<file path="src/hdl/sdt_pkg.sv">
// sdt_pkg: shared types and constants for the seen device table
// holds table geometry, entry layout, item kinds and controller states
// no dependencies
package sdt_pkg;

   localparam int ENTRIES = 32;
   localparam int IDX_W   = $clog2(ENTRIES);
   localparam int CNT_W   = 6;
   localparam int ADDR_W  = 48;
   localparam int TYPE_W  = 2;
   localparam int RSSI_W  = 8;
   localparam int TIME_W  = 32;
   localparam int RIDX_W  = 6;

   typedef logic [IDX_W-1:0] idx_type;
   typedef logic [IDX_W:0]   scan_type;
   typedef logic [CNT_W-1:0] cnt_type;

   localparam scan_type SCAN_END = scan_type'(ENTRIES);

   typedef struct packed {
      logic        [ADDR_W-1:0] address;
      logic        [TYPE_W-1:0] atype;
      logic signed [RSSI_W-1:0] rssi;
      logic        [TIME_W-1:0] last_seen;
   } entry_type;

   localparam int ENTRY_W = $bits(entry_type);

   typedef enum logic [1:0] {
      KIND_SIGHT = 2'd0,
      KIND_PRUNE = 2'd1,
      KIND_READ  = 2'd2,
      KIND_NONE  = 2'd3
   } kind_type;

   typedef enum logic [1:0] {
      ST_IDLE,
      ST_SCAN,
      ST_FINISH
   } state_type;

endpackage

</file>
<file path="src/hdl/sdt_ram.sv">
// sdt_ram: generic single-write, single-read synchronous ram
// read data is registered
// no dependencies
module sdt_ram #(
   parameter int WIDTH = 8,
   parameter int DEPTH = 32
) (
   input  logic                     clock,
   input  logic                     wr_en,
   input  logic [$clog2(DEPTH)-1:0] wr_addr,
   input  logic [WIDTH-1:0]         wr_data,
   input  logic                     rd_en,
   input  logic [$clog2(DEPTH)-1:0] rd_addr,
   output logic [WIDTH-1:0]         rd_data
);

   logic [WIDTH-1:0] mem_ff [DEPTH];
   logic [WIDTH-1:0] rd_data_ff;

   always_ff @(posedge clock) begin
      if (wr_en) begin
         mem_ff[wr_addr] <= wr_data;
      end
      if (rd_en) begin
         rd_data_ff <= mem_ff[rd_addr];
      end
   end

   assign rd_data = rd_data_ff;

endmodule

</file>
<file path="src/hdl/seen_device_table_lru.sv">
// seen_device_table_lru: table of recently seen devices keyed by 48-bit address
// entry data lives in one sdt_ram; valid flags and the valid count are flip-flops
// depends on sdt_pkg and sdt_ram
//
// Usage: items enter on the req_ channel (valid/ready). kind 0 records a
// sighting (matching slot, else lowest free slot, else the oldest slot),
// kind 1 prunes entries whose wrapping age exceeds req_age_limit, kind 2
// reads the n-th valid entry in slot order, kind 3 only reports the count.
// Every item gives exactly one result on the rsp_ channel (valid/ready).
// Each item scans all 32 slots through the single ram read port, one slot
// per cycle: the item is taken, each slot is read in turn, the registered
// read data is checked, then a finish step writes the chosen slot for a
// sighting and loads the result register. The result becomes valid and
// req_ready returns in the same cycle, so a new item is taken only once the
// last one has passed its finish step.
// The result register holds a finished result while the receiver stalls;
// the next item may be taken meanwhile and waits in its finish step until
// the register frees. Reset (synchronous, active high) clears all valid
// flags and the count at once; stored entry data needs no clearing.
module seen_device_table_lru (
   input  logic                                   clock,
   input  logic                                   reset,
   input  logic                                   req_valid,
   output logic                                   req_ready,
   input  logic [1:0]                             req_kind,
   input  logic [sdt_pkg::ADDR_W-1:0]             req_device_address,
   input  logic [sdt_pkg::TYPE_W-1:0]             req_address_type,
   input  logic signed [sdt_pkg::RSSI_W-1:0]      req_signal_strength,
   input  logic [sdt_pkg::TIME_W-1:0]             req_now_time,
   input  logic [sdt_pkg::TIME_W-1:0]             req_age_limit,
   input  logic [sdt_pkg::RIDX_W-1:0]             req_read_index,
   output logic                                   rsp_valid,
   input  logic                                   rsp_ready,
   output logic                                   rsp_found,
   output logic [sdt_pkg::IDX_W-1:0]              rsp_slot_index,
   output logic [sdt_pkg::ADDR_W-1:0]             rsp_entry_address,
   output logic [sdt_pkg::TYPE_W-1:0]             rsp_entry_addr_type,
   output logic signed [sdt_pkg::RSSI_W-1:0]      rsp_entry_rssi,
   output logic [sdt_pkg::TIME_W-1:0]             rsp_entry_last_seen,
   output logic [sdt_pkg::CNT_W-1:0]              rsp_removed_count,
   output logic [sdt_pkg::CNT_W-1:0]              rsp_valid_count
);

   sdt_pkg::state_type state_ff, state_in;

   // control state
   logic [sdt_pkg::ENTRIES-1:0] valid_ff;
   sdt_pkg::cnt_type            count_ff;
   sdt_pkg::scan_type           scan_ff;
   logic                        chk_vld_ff;
   sdt_pkg::idx_type            chk_idx_ff;
   logic                        rsp_valid_ff;

   // latched item
   sdt_pkg::kind_type                kind_ff;
   logic [sdt_pkg::ADDR_W-1:0]       addr_ff;
   logic [sdt_pkg::TYPE_W-1:0]       atype_ff;
   logic signed [sdt_pkg::RSSI_W-1:0] rssi_ff;
   logic [sdt_pkg::TIME_W-1:0]       now_ff;
   logic [sdt_pkg::TIME_W-1:0]       limit_ff;
   logic [sdt_pkg::RIDX_W-1:0]       ridx_ff;

   // scan results
   logic                       match_ff;
   sdt_pkg::idx_type           match_slot_ff;
   logic                       free_ff;
   sdt_pkg::idx_type           open_slot_ff;
   logic                       old_ff;
   sdt_pkg::idx_type           old_slot_ff;
   logic [sdt_pkg::TIME_W-1:0] old_time_ff;
   sdt_pkg::cnt_type           seen_ff;
   sdt_pkg::cnt_type           removed_ff;
   logic                       hit_ff;
   sdt_pkg::idx_type           hit_slot_ff;
   sdt_pkg::entry_type         hit_entry_ff;

   // result register
   logic                       res_found_ff;
   sdt_pkg::idx_type           res_slot_ff;
   sdt_pkg::entry_type         res_entry_ff;
   sdt_pkg::cnt_type           res_removed_ff;
   sdt_pkg::cnt_type           res_count_ff;

   // combinational
   logic               take;
   logic               scanning;
   logic               load;
   logic               mem_we;
   sdt_pkg::idx_type   fin_slot;
   sdt_pkg::cnt_type   cnt_after;
   sdt_pkg::entry_type rd_entry;
   logic [sdt_pkg::ENTRY_W-1:0] rd_data;
   logic               chk_valid;
   logic [sdt_pkg::TIME_W-1:0] age;
   sdt_pkg::entry_type wr_entry;

   sdt_ram #(
      .WIDTH (sdt_pkg::ENTRY_W),
      .DEPTH (sdt_pkg::ENTRIES)
   ) u_ram (
      .clock   (clock),
      .wr_en   (mem_we),
      .wr_addr (fin_slot),
      .wr_data (wr_entry),
      .rd_en   (scanning),
      .rd_addr (scan_ff[sdt_pkg::IDX_W-1:0]),
      .rd_data (rd_data)
   );

   assign rd_entry  = sdt_pkg::entry_type'(rd_data);
   assign chk_valid = valid_ff[chk_idx_ff];
   assign age       = now_ff - rd_entry.last_seen;

   assign wr_entry.address   = addr_ff;
   assign wr_entry.atype     = atype_ff;
   assign wr_entry.rssi      = rssi_ff;
   assign wr_entry.last_seen = now_ff;

   // slot for a sighting: match, then lowest free, then oldest
   always_comb begin
      priority if (match_ff) begin
         fin_slot = match_slot_ff;
      end else if (free_ff) begin
         fin_slot = open_slot_ff;
      end else begin
         fin_slot = old_slot_ff;
      end
   end

   always_comb begin
      if (kind_ff == sdt_pkg::KIND_SIGHT && !valid_ff[fin_slot]) begin
         cnt_after = count_ff + sdt_pkg::cnt_type'(1);
      end else begin
         cnt_after = count_ff;
      end
   end

   // next state
   always_comb begin
      state_in = state_ff;
      unique case (state_ff)
         sdt_pkg::ST_IDLE: begin
            if (req_valid) begin
               state_in = sdt_pkg::ST_SCAN;
            end
         end
         sdt_pkg::ST_SCAN: begin
            if (scan_ff == sdt_pkg::SCAN_END) begin
               state_in = sdt_pkg::ST_FINISH;
            end
         end
         sdt_pkg::ST_FINISH: begin
            if (!rsp_valid_ff || rsp_ready) begin
               state_in = sdt_pkg::ST_IDLE;
            end
         end
         default: state_in = sdt_pkg::ST_IDLE;
      endcase
   end

   // outputs of the controller
   always_comb begin
      req_ready = 1'b0;
      scanning  = 1'b0;
      load      = 1'b0;
      unique case (state_ff)
         sdt_pkg::ST_IDLE:   req_ready = 1'b1;
         sdt_pkg::ST_SCAN:   scanning  = (scan_ff != sdt_pkg::SCAN_END);
         sdt_pkg::ST_FINISH: load      = !rsp_valid_ff || rsp_ready;
         default: ;
      endcase
      take   = req_ready && req_valid;
      mem_we = load && (kind_ff == sdt_pkg::KIND_SIGHT);
   end

   always_ff @(posedge clock) begin
      if (reset) begin
         state_ff     <= sdt_pkg::ST_IDLE;
         valid_ff     <= '0;
         count_ff     <= '0;
         scan_ff      <= '0;
         chk_vld_ff   <= 1'b0;
         rsp_valid_ff <= 1'b0;
      end else begin
         state_ff   <= state_in;
         chk_vld_ff <= scanning;
         if (take) begin
            scan_ff <= '0;
         end else if (scanning) begin
            scan_ff <= scan_ff + sdt_pkg::scan_type'(1);
         end
         // prune clears flags as the scan passes them
         if (chk_vld_ff && kind_ff == sdt_pkg::KIND_PRUNE && chk_valid
             && age > limit_ff) begin
            valid_ff[chk_idx_ff] <= 1'b0;
            count_ff             <= count_ff - sdt_pkg::cnt_type'(1);
         end
         if (load) begin
            count_ff <= cnt_after;
            if (kind_ff == sdt_pkg::KIND_SIGHT) begin
               valid_ff[fin_slot] <= 1'b1;
            end
         end
         if (load) begin
            rsp_valid_ff <= 1'b1;
         end else if (rsp_ready) begin
            rsp_valid_ff <= 1'b0;
         end
      end
   end

   always_ff @(posedge clock) begin
      chk_idx_ff <= scan_ff[sdt_pkg::IDX_W-1:0];
      if (take) begin
         kind_ff    <= sdt_pkg::kind_type'(req_kind);
         addr_ff    <= req_device_address;
         atype_ff   <= req_address_type;
         rssi_ff    <= req_signal_strength;
         now_ff     <= req_now_time;
         limit_ff   <= req_age_limit;
         ridx_ff    <= req_read_index;
         match_ff   <= 1'b0;
         free_ff    <= 1'b0;
         old_ff     <= 1'b0;
         seen_ff    <= '0;
         removed_ff <= '0;
         hit_ff     <= 1'b0;
      end else if (chk_vld_ff) begin
         unique case (kind_ff)
            sdt_pkg::KIND_SIGHT: begin
               if (chk_valid) begin
                  if (rd_entry.address == addr_ff && !match_ff) begin
                     match_ff      <= 1'b1;
                     match_slot_ff <= chk_idx_ff;
                  end
                  if (!old_ff || rd_entry.last_seen < old_time_ff) begin
                     old_ff      <= 1'b1;
                     old_time_ff <= rd_entry.last_seen;
                     old_slot_ff <= chk_idx_ff;
                  end
               end else if (!free_ff) begin
                  free_ff      <= 1'b1;
                  open_slot_ff <= chk_idx_ff;
               end
            end
            sdt_pkg::KIND_PRUNE: begin
               if (chk_valid && age > limit_ff) begin
                  removed_ff <= removed_ff + sdt_pkg::cnt_type'(1);
               end
            end
            sdt_pkg::KIND_READ: begin
               if (chk_valid) begin
                  if (seen_ff == ridx_ff && !hit_ff) begin
                     hit_ff       <= 1'b1;
                     hit_slot_ff  <= chk_idx_ff;
                     hit_entry_ff <= rd_entry;
                  end
                  seen_ff <= seen_ff + sdt_pkg::cnt_type'(1);
               end
            end
            sdt_pkg::KIND_NONE: ;
            default: ;
         endcase
      end
      if (load) begin
         res_count_ff <= cnt_after;
         res_found_ff <= 1'b0;
         res_slot_ff  <= '0;
         res_entry_ff <= '0;
         res_removed_ff <= '0;
         unique case (kind_ff)
            sdt_pkg::KIND_SIGHT: begin
               res_found_ff <= 1'b1;
               res_slot_ff  <= fin_slot;
            end
            sdt_pkg::KIND_PRUNE: res_removed_ff <= removed_ff;
            sdt_pkg::KIND_READ: begin
               if (hit_ff) begin
                  res_found_ff <= 1'b1;
                  res_slot_ff  <= hit_slot_ff;
                  res_entry_ff <= hit_entry_ff;
               end
            end
            sdt_pkg::KIND_NONE: ;
            default: ;
         endcase
      end
   end

   assign rsp_valid           = rsp_valid_ff;
   assign rsp_found           = res_found_ff;
   assign rsp_slot_index      = res_slot_ff;
   assign rsp_entry_address   = res_entry_ff.address;
   assign rsp_entry_addr_type = res_entry_ff.atype;
   assign rsp_entry_rssi      = res_entry_ff.rssi;
   assign rsp_entry_last_seen = res_entry_ff.last_seen;
   assign rsp_removed_count   = res_removed_ff;
   assign rsp_valid_count     = res_count_ff;

endmodule
</file>
<file path="config.mk">
export PLATFORM = sky130hd
export DESIGN_NAME = seen_device_table_lru
export DESIGN_NICKNAME = d
export VERILOG_FILES = /design/src/hdl/sdt_pkg.sv /design/src/hdl/sdt_ram.sv /design/src/hdl/seen_device_table_lru.sv
export SDC_FILE = /design/constraint.sdc
export NUM_CORES = 2
export LEC_CHECK = 0
export ABC_AREA = 0
export BUFFER_PORTS_ARGS = -buffer_cell sky130_fd_sc_hd__clkbuf_2
export CAP_MARGIN = 20
export CORE_UTILIZATION = 55
export DETAILED_ROUTE_END_ITERATION = 10
export GPL_TIMING_DRIVEN = 1
export HOLD_SLACK_MARGIN = 0.05
export PLACE_DENSITY = 0.84
export SYNTH_ARGS = -nofsm -noshare
export SYNTH_HDL_FRONTEND = slang
export SYNTH_SLANG_ARGS = --single-unit
</file>
<file path="constraint.sdc">
create_clock -name clock -period 8.6 [get_ports clock]
set_clock_uncertainty 0.1 [all_clocks]
set_input_delay 1.29 -clock clock [delete_from_list [all_inputs] [get_ports clock]]
set_output_delay 1.29 -clock clock [all_outputs]
set_load 0.02 [all_outputs]
</file>
* Yosys cells after proc, flatten, opt, wreduce, memory -nomap -nowiden
Memories as Yosys holds them, arrays and structs flattened. A register that Yosys moved wholly into a read port is not among the register bits.
Cells that the tools add are included.
** Storage, ports and cells
- Flip-flop bits (word level) :: 449
- Latch bits :: 0
- Bits in writable memories :: 2880
- Bits in read-only memories :: 0
- Input bits :: 134
- Output and inout port bits :: 110
- Word-level logic and storage cells :: 134
- Memories kept :: 1
** Memories
- u_ram.mem_ff :: words 32, width 90, read ports 1, clocked after Yosys merged registers in 1, write ports 1, line sdt_ram.sv:17 : logic [WIDTH-1:0] mem_ff [DEPTH];
** Operators by class
- Add/sub/neg operators :: 6
- Multipliers :: 0
- Divide/modulo/power cells :: 0
- Magnitude comparators :: 6
- Equal/unequal tests :: 11
- Shifts and indexed selects :: 0
- Mux-type cells :: 32
- Bitwise gates (word level) :: 6
- Reduce and logical (&&, ||, !) cells :: 35
** Operators with widths (count)
- $mux 32 :: 4
- $eq 48x48->1 :: 1
- $and 32x32->32 :: 1
- $gt 32x32->1 :: 1
- $lt 32x32->1 :: 1
- $not 32->32 :: 1
- $or 32x32->32 :: 1
- $sub 32x32->32 :: 1
- $add 6x1->6 const B :: 4
- $reduce_and 5->1 :: 4
- $mux 6 :: 3
- $mux 5 :: 3
- $lt 5x6->1 const B :: 2
- $mux 1 :: 12
- $reduce_and 3->1 :: 4
- $reduce_and 4->1 :: 3
- $logic_and 1x1->1 :: 11
- $bmux 1 s5 :: 2
- $demux 1 s5 :: 2
- $ge 5x1->1 const B :: 2
- $pmux 5 s2 :: 1
- $eq 6x6->1 :: 1
- $eq 6x6->1 const B :: 1
- $mux 2 :: 3
- 14 further kinds :: 27

* Logic depth before layout (Yosys ltp)
- Word-level depth :: 11
- Mapped depth :: 21
- Mapped depth without buffers :: 20

* Cells and area by module
A second synthesis with hierarchy kept.
** Unflattened totals
- Cells, all modules :: 6731
- Area total of the unflattened synthesis :: 131715.1 µm²
** By module, submodules not included
- sdt_ram :: instances 1, cells an instance 5264, area an instance 112068.7 µm², seq. area each 89185.5 µm²
- seen_device_table_lru :: instances 1, cells an instance 1467, area an instance 19646.3 µm², seq. area each 12792.3 µm²

* Worst setup path after synthesis
OpenSTA, ideal clock, no wires.
- Path type :: input to register
- Start point :: input rsp_ready
- End point :: register valid_ff[13] (netlist name)
- Setup time :: 0.092 ns
- Arrival time :: 8.667 ns
- Required time :: 8.408 ns
- Setup slack :: -0.259 ns
- Cell stages on the path :: 9
- Path through :: nand2b_1 nand2b_1 inv_1 nand2_1 nor2_1 nand2_1 nor2_1 nor3_1 nor3_1
** On the way
- Longest elaborated chain between the ends :: 3
** Ends and longest elaborated chain
- from (decl) :: line seen_device_table_lru.sv:33 : input logic rsp_ready,
- $logic_or 1x1->1 :: line seen_device_table_lru.sv:169 : sdt_pkg::ST_FINISH: load = !rsp_valid_ff || rsp_ready;
- $mux 1 :: line seen_device_table_lru.sv:166 : unique case (state_ff)
- net load :: line seen_device_table_lru.sv:87 : logic load;
- $mux 32 :: line seen_device_table_lru.sv:198 : if (load) begin
- to (signal assigned) :: line seen_device_table_lru.sv:179 : valid_ff <= '0;
- to (signal, indexed assignment) :: line seen_device_table_lru.sv:195 : valid_ff[chk_idx_ff] <= 1'b0;
- to (signal, indexed assignment) :: line seen_device_table_lru.sv:201 : valid_ff[fin_slot] <= 1'b1;
- to (decl) :: line seen_device_table_lru.sv:47 : logic [sdt_pkg::ENTRIES-1:0] valid_ff;
The timed path passes the listed nets, and every way through them passes these cells.
A chain may end at the register's enable or synchronous reset.

* Worst setup path after layout
- Start point :: register now_ff[2] (netlist name)
- End point :: register count_ff[2]
** On the way
- Longest elaborated chain between the ends :: 4
** Ends and longest elaborated chain
- from (decl) :: line seen_device_table_lru.sv:59 : logic [sdt_pkg::TIME_W-1:0] now_ff;
- from (signal assigned) :: line seen_device_table_lru.sv:219 : now_ff <= req_now_time;
- $sub 32x32->32 :: line seen_device_table_lru.sv:112 : assign age = now_ff - rd_entry.last_seen;
- $gt 32x32->1 :: line seen_device_table_lru.sv:194 : && age > limit_ff) begin
- $logic_and 1x1->1 :: line seen_device_table_lru.sv:194
- $reduce_bool 2->1 (no line)
- to (signal assigned) :: line seen_device_table_lru.sv:196 : count_ff <= count_ff - sdt_pkg::cnt_type'(1);
- to (signal assigned) :: line seen_device_table_lru.sv:199 : count_ff <= cnt_after;
- to (decl) :: line seen_device_table_lru.sv:48 : sdt_pkg::cnt_type count_ff;
Every way passes these cells.

==> results.cfg <==
[outcome]
status = complete, but fails checks
violations = antenna rules

[synth]
synth_cell_types = 72
synth_edf_count = 3350
synth_nets = 5919
netlist_area_sq_um = 131000
async_flop_share = 0
ys.flop_type = edfxtp_1
ys_seq_elements = 3419
syn_inst = 5684
ys_seq_area_frac = 0.778
synth_area_per_cell_sq_um = 23.1
ys_warn_count = 0

[grt]
grt_pass1_vias = 68400
antenna_found_initial = 23
grt_util_met1 = 0.401
grt.overflow.total = 0
grt_max_degree = 167
use_met2 = 0.512
grt.met3_usage = 0.0720
track_usage = 0.319
busiest_layer = met2
grt_pass1_wl_mm = 531

[sta]
period_needed_ns = 6.91
tightest_slew_ns = 1.24
worst_slack_ns = 1.69
setup_viol = 0
holdWs_ns = 0.318
max_freq_mhz = 145
drv_slew = 0
finalSetupTns_ns = 0
relSlewSlack = 0.173
fin_crit_sh = 0.804
rsz0062_at_grt = no
hold_violations = 0

[clock_network]
cts_setup_buffers = 0
hold_buffers = 0
htreeDepth = 5
cts_root_buffer = clkbuf_16
cts_repair_resize_count = 0
cts_buffer_depth = 4
cts.clk_slew.worst_paths_ns = 0.06
tritoncts = built
clkLatencyLatePin_ns = 0.99
numCtsBuffers = 344
cts.sinks = 3419

[power_and_ir_drop]
total_power_mw = 34.6
powerDensity_nw_per_um2 = 235
p_leak_nw = 46.0
ir_drop_mv = 0.239

[layout]
final_util = 0.625
fin_area_sq_um = 148000
final_cells = 9567
nets = 6385
regArea_sq_um = 102000
multi_input_area_sq_um = 27700
syn_to_final_growth_pct = 12.6
drive_above_1_share = 0.295
fill_cells = 14500

[critical_path]
r2r_end = count_ff[2]
crit_chain = ha_1, o21a_1, o31a_1, o21ai_0, nand2_1, a211oi_1, nor2_1, a21oi_1, o211ai_1, ha_1, nand4_1, or2_2, nor3_1, o31a_1, o211ai_1, o32ai_1, mux2_2
critical_path_depth = 17
reg2reg_from = now_ff[2]
cp.required_ns = 9.34
start_kind = flip-flop
critPathSlowestCell = edfxtp_1
crit_path_max_fanout = 33
slowest_delay_ns = 1.07
cpLargestDelayFamily = compound AO/OA/AOI/OAI gates
rrSetupSlack_ns = 1.69
cp-end-kind = flip-flop
cp-startpoint = now_ff[2]
r2r_cells = 17
path_buf_inv = 0
crit_end = count_ff[2]
path_class = flip-flop to flip-flop
critPathArrivalTime_ns = 7.65

[floorplan]
die_h_um = 490
core-area_sq_um = 236000
die_area_sq_um = 240000
num_rows = 178
io_pins = 244
die-width_um = 490
initial_core_util = 0.555

[place]
placed_cells = 8949
placed_cell_area_sq_um = 137000
port_buffers = 243
place_ws_ns = 1.98
gp_congestion = 0.912
hpwlAfterDp_mm = 183

[route]
routed_wl_mm = 384
first_pass_iters = 8
avgViaCountPerCell = 7.13
drt-initial-drc-count = 11800
wire_per_inst_um = 40.2
postRouteAntennaNets = 1
vias = 68200
drc_errors = 0

[run]
maxCapViolCount = 0

[min_path]
min_path_type = flip-flop to flip-flop
## synth_stat cells (15+ instances only)
library cell,instances,area share
nand3_1,23,0.00088
inv_1,141,0.0040
and2_1,100,0.0048
clkbuf_1,180,0.0052
edfxtp_1,3350,0.77
buf_1,51,0.0015
xor2_1,58,0.0039
nand4_1,26,0.0012
ha_1,100,0.0095
a21o_1,35,0.0020
o211ai_1,20,0.0011
mux4_2,902,0.15
mux2_2,96,0.0082
dfxtp_1,69,0.011
mux2i_1,25,0.0019
a21oi_1,75,0.0029
nor2_1,84,0.0024
xnor2_1,42,0.0028
nand2_1,67,0.0019
nor4_1,15,0.00072
o21ai_0,52,0.0020
nor3_1,28,0.0011
## sequential cells by signal, indices dropped and copies added (netlist names), 32 cells and up
name / cells
u_ram.mem_ff: 2880
hit_entry_ff: 90
u_ram.rd_data: 90
addr_ff: 48
rsp_entry_address: 48
limit_ff: 32
now_ff: 32
old_time_ff: 32
rsp_entry_last_seen: 32
valid_ff: 32
## cell usage in the layout (no fill, tap or decap), types with 74 or more instances in the layout
master,netlist,layout
and2_1,100,100
clkbuf_16,0,352
clkbuf_2,0,245
ha_1,100,100
inv_1,141,119
mux2_2,96,96
a21oi_1,75,74
edfxtp_1,3350,3350
buf_4,2,93
mux4_2,902,902
## cell families (layout without fill, tap and decap cells)
group | Yosys count | count (layout) | synth area share
XOR/XNOR | 100 | 100 | 0.00668
buffers and inverters | 383 | 1100 | 0.0112
AND/OR/NAND/NOR | 398 | 398 | 0.0158
other | 0 | 16 | 0
flip-flops | 3419 | 3419 | 0.778
AO/OA/AOI/OAI | 255 | 255 | 0.0126
multiplexers | 1028 | 1028 | 0.166
adder cells (fa/ha/maj) | 101 | 101 | 0.00970
## worst reg2reg max path: stages (launching register included)
cell,delay [ns]
edfxtp_1,1.07
ha_1,0.47
o21a_1,0.21
o31a_1,0.13
o21ai_0,0.53
nand2_1,0.27
a211oi_1,0.63
nor2_1,0.21
a21oi_1,0.17
o211ai_1,0.13
ha_1,0.34
nand4_1,0.12
or2_2,0.34
nor3_1,0.55
o31a_1,0.49
o211ai_1,0.37
o32ai_1,0.29
mux2_2,0.39
## per-layer routing
layer / wire length, um / vias up
met5: 128 / -
li1: - / 24800
met4: 27400 / 20
met2: 186000 / 6759
met1: 124000 / 35100
met3: 46900 / 1463
## where the power goes
group	internal [mW]	leakage (nW)	switching [mW]
logic	0.524	9.89	0.654
clock network	8.39	5.24	6.44
registers	18.4	30.9	0.226
total	27.3	46.0	7.32
## worst min-delay path by stage
stage               slack (ns)  cells after the start               end         startpoint
floorplan                 0.23                      0     chk_idx_ff[2]         scan_ff[2]
global placement          0.31                      0  hit_entry_ff[34]  u_ram.rd_data[34]
detailed placement        0.31                      0  hit_entry_ff[33]  u_ram.rd_data[33]
CTS                       0.32                      0  hit_entry_ff[40]  u_ram.rd_data[40]
global route              0.33                      0  hit_entry_ff[40]  u_ram.rd_data[40]
finish                    0.32                      0  hit_entry_ff[40]  u_ram.rd_data[40]
## cell type report
type / count / share of cell area
Tap cell: 3150 / 0.0267
Sequential cell: 3419 / 0.691
Inverter: 142 / 0.00441
Clock buffer: 428 / 0.0619
Multi-Input combinational cell: 1882 / 0.188
Clock inverter: 169 / 0.0108
Timing Repair Buffer: 361 / 0.0165
Antenna cell: 16 / 0.000271
Power figures use the tool's default switching activity.
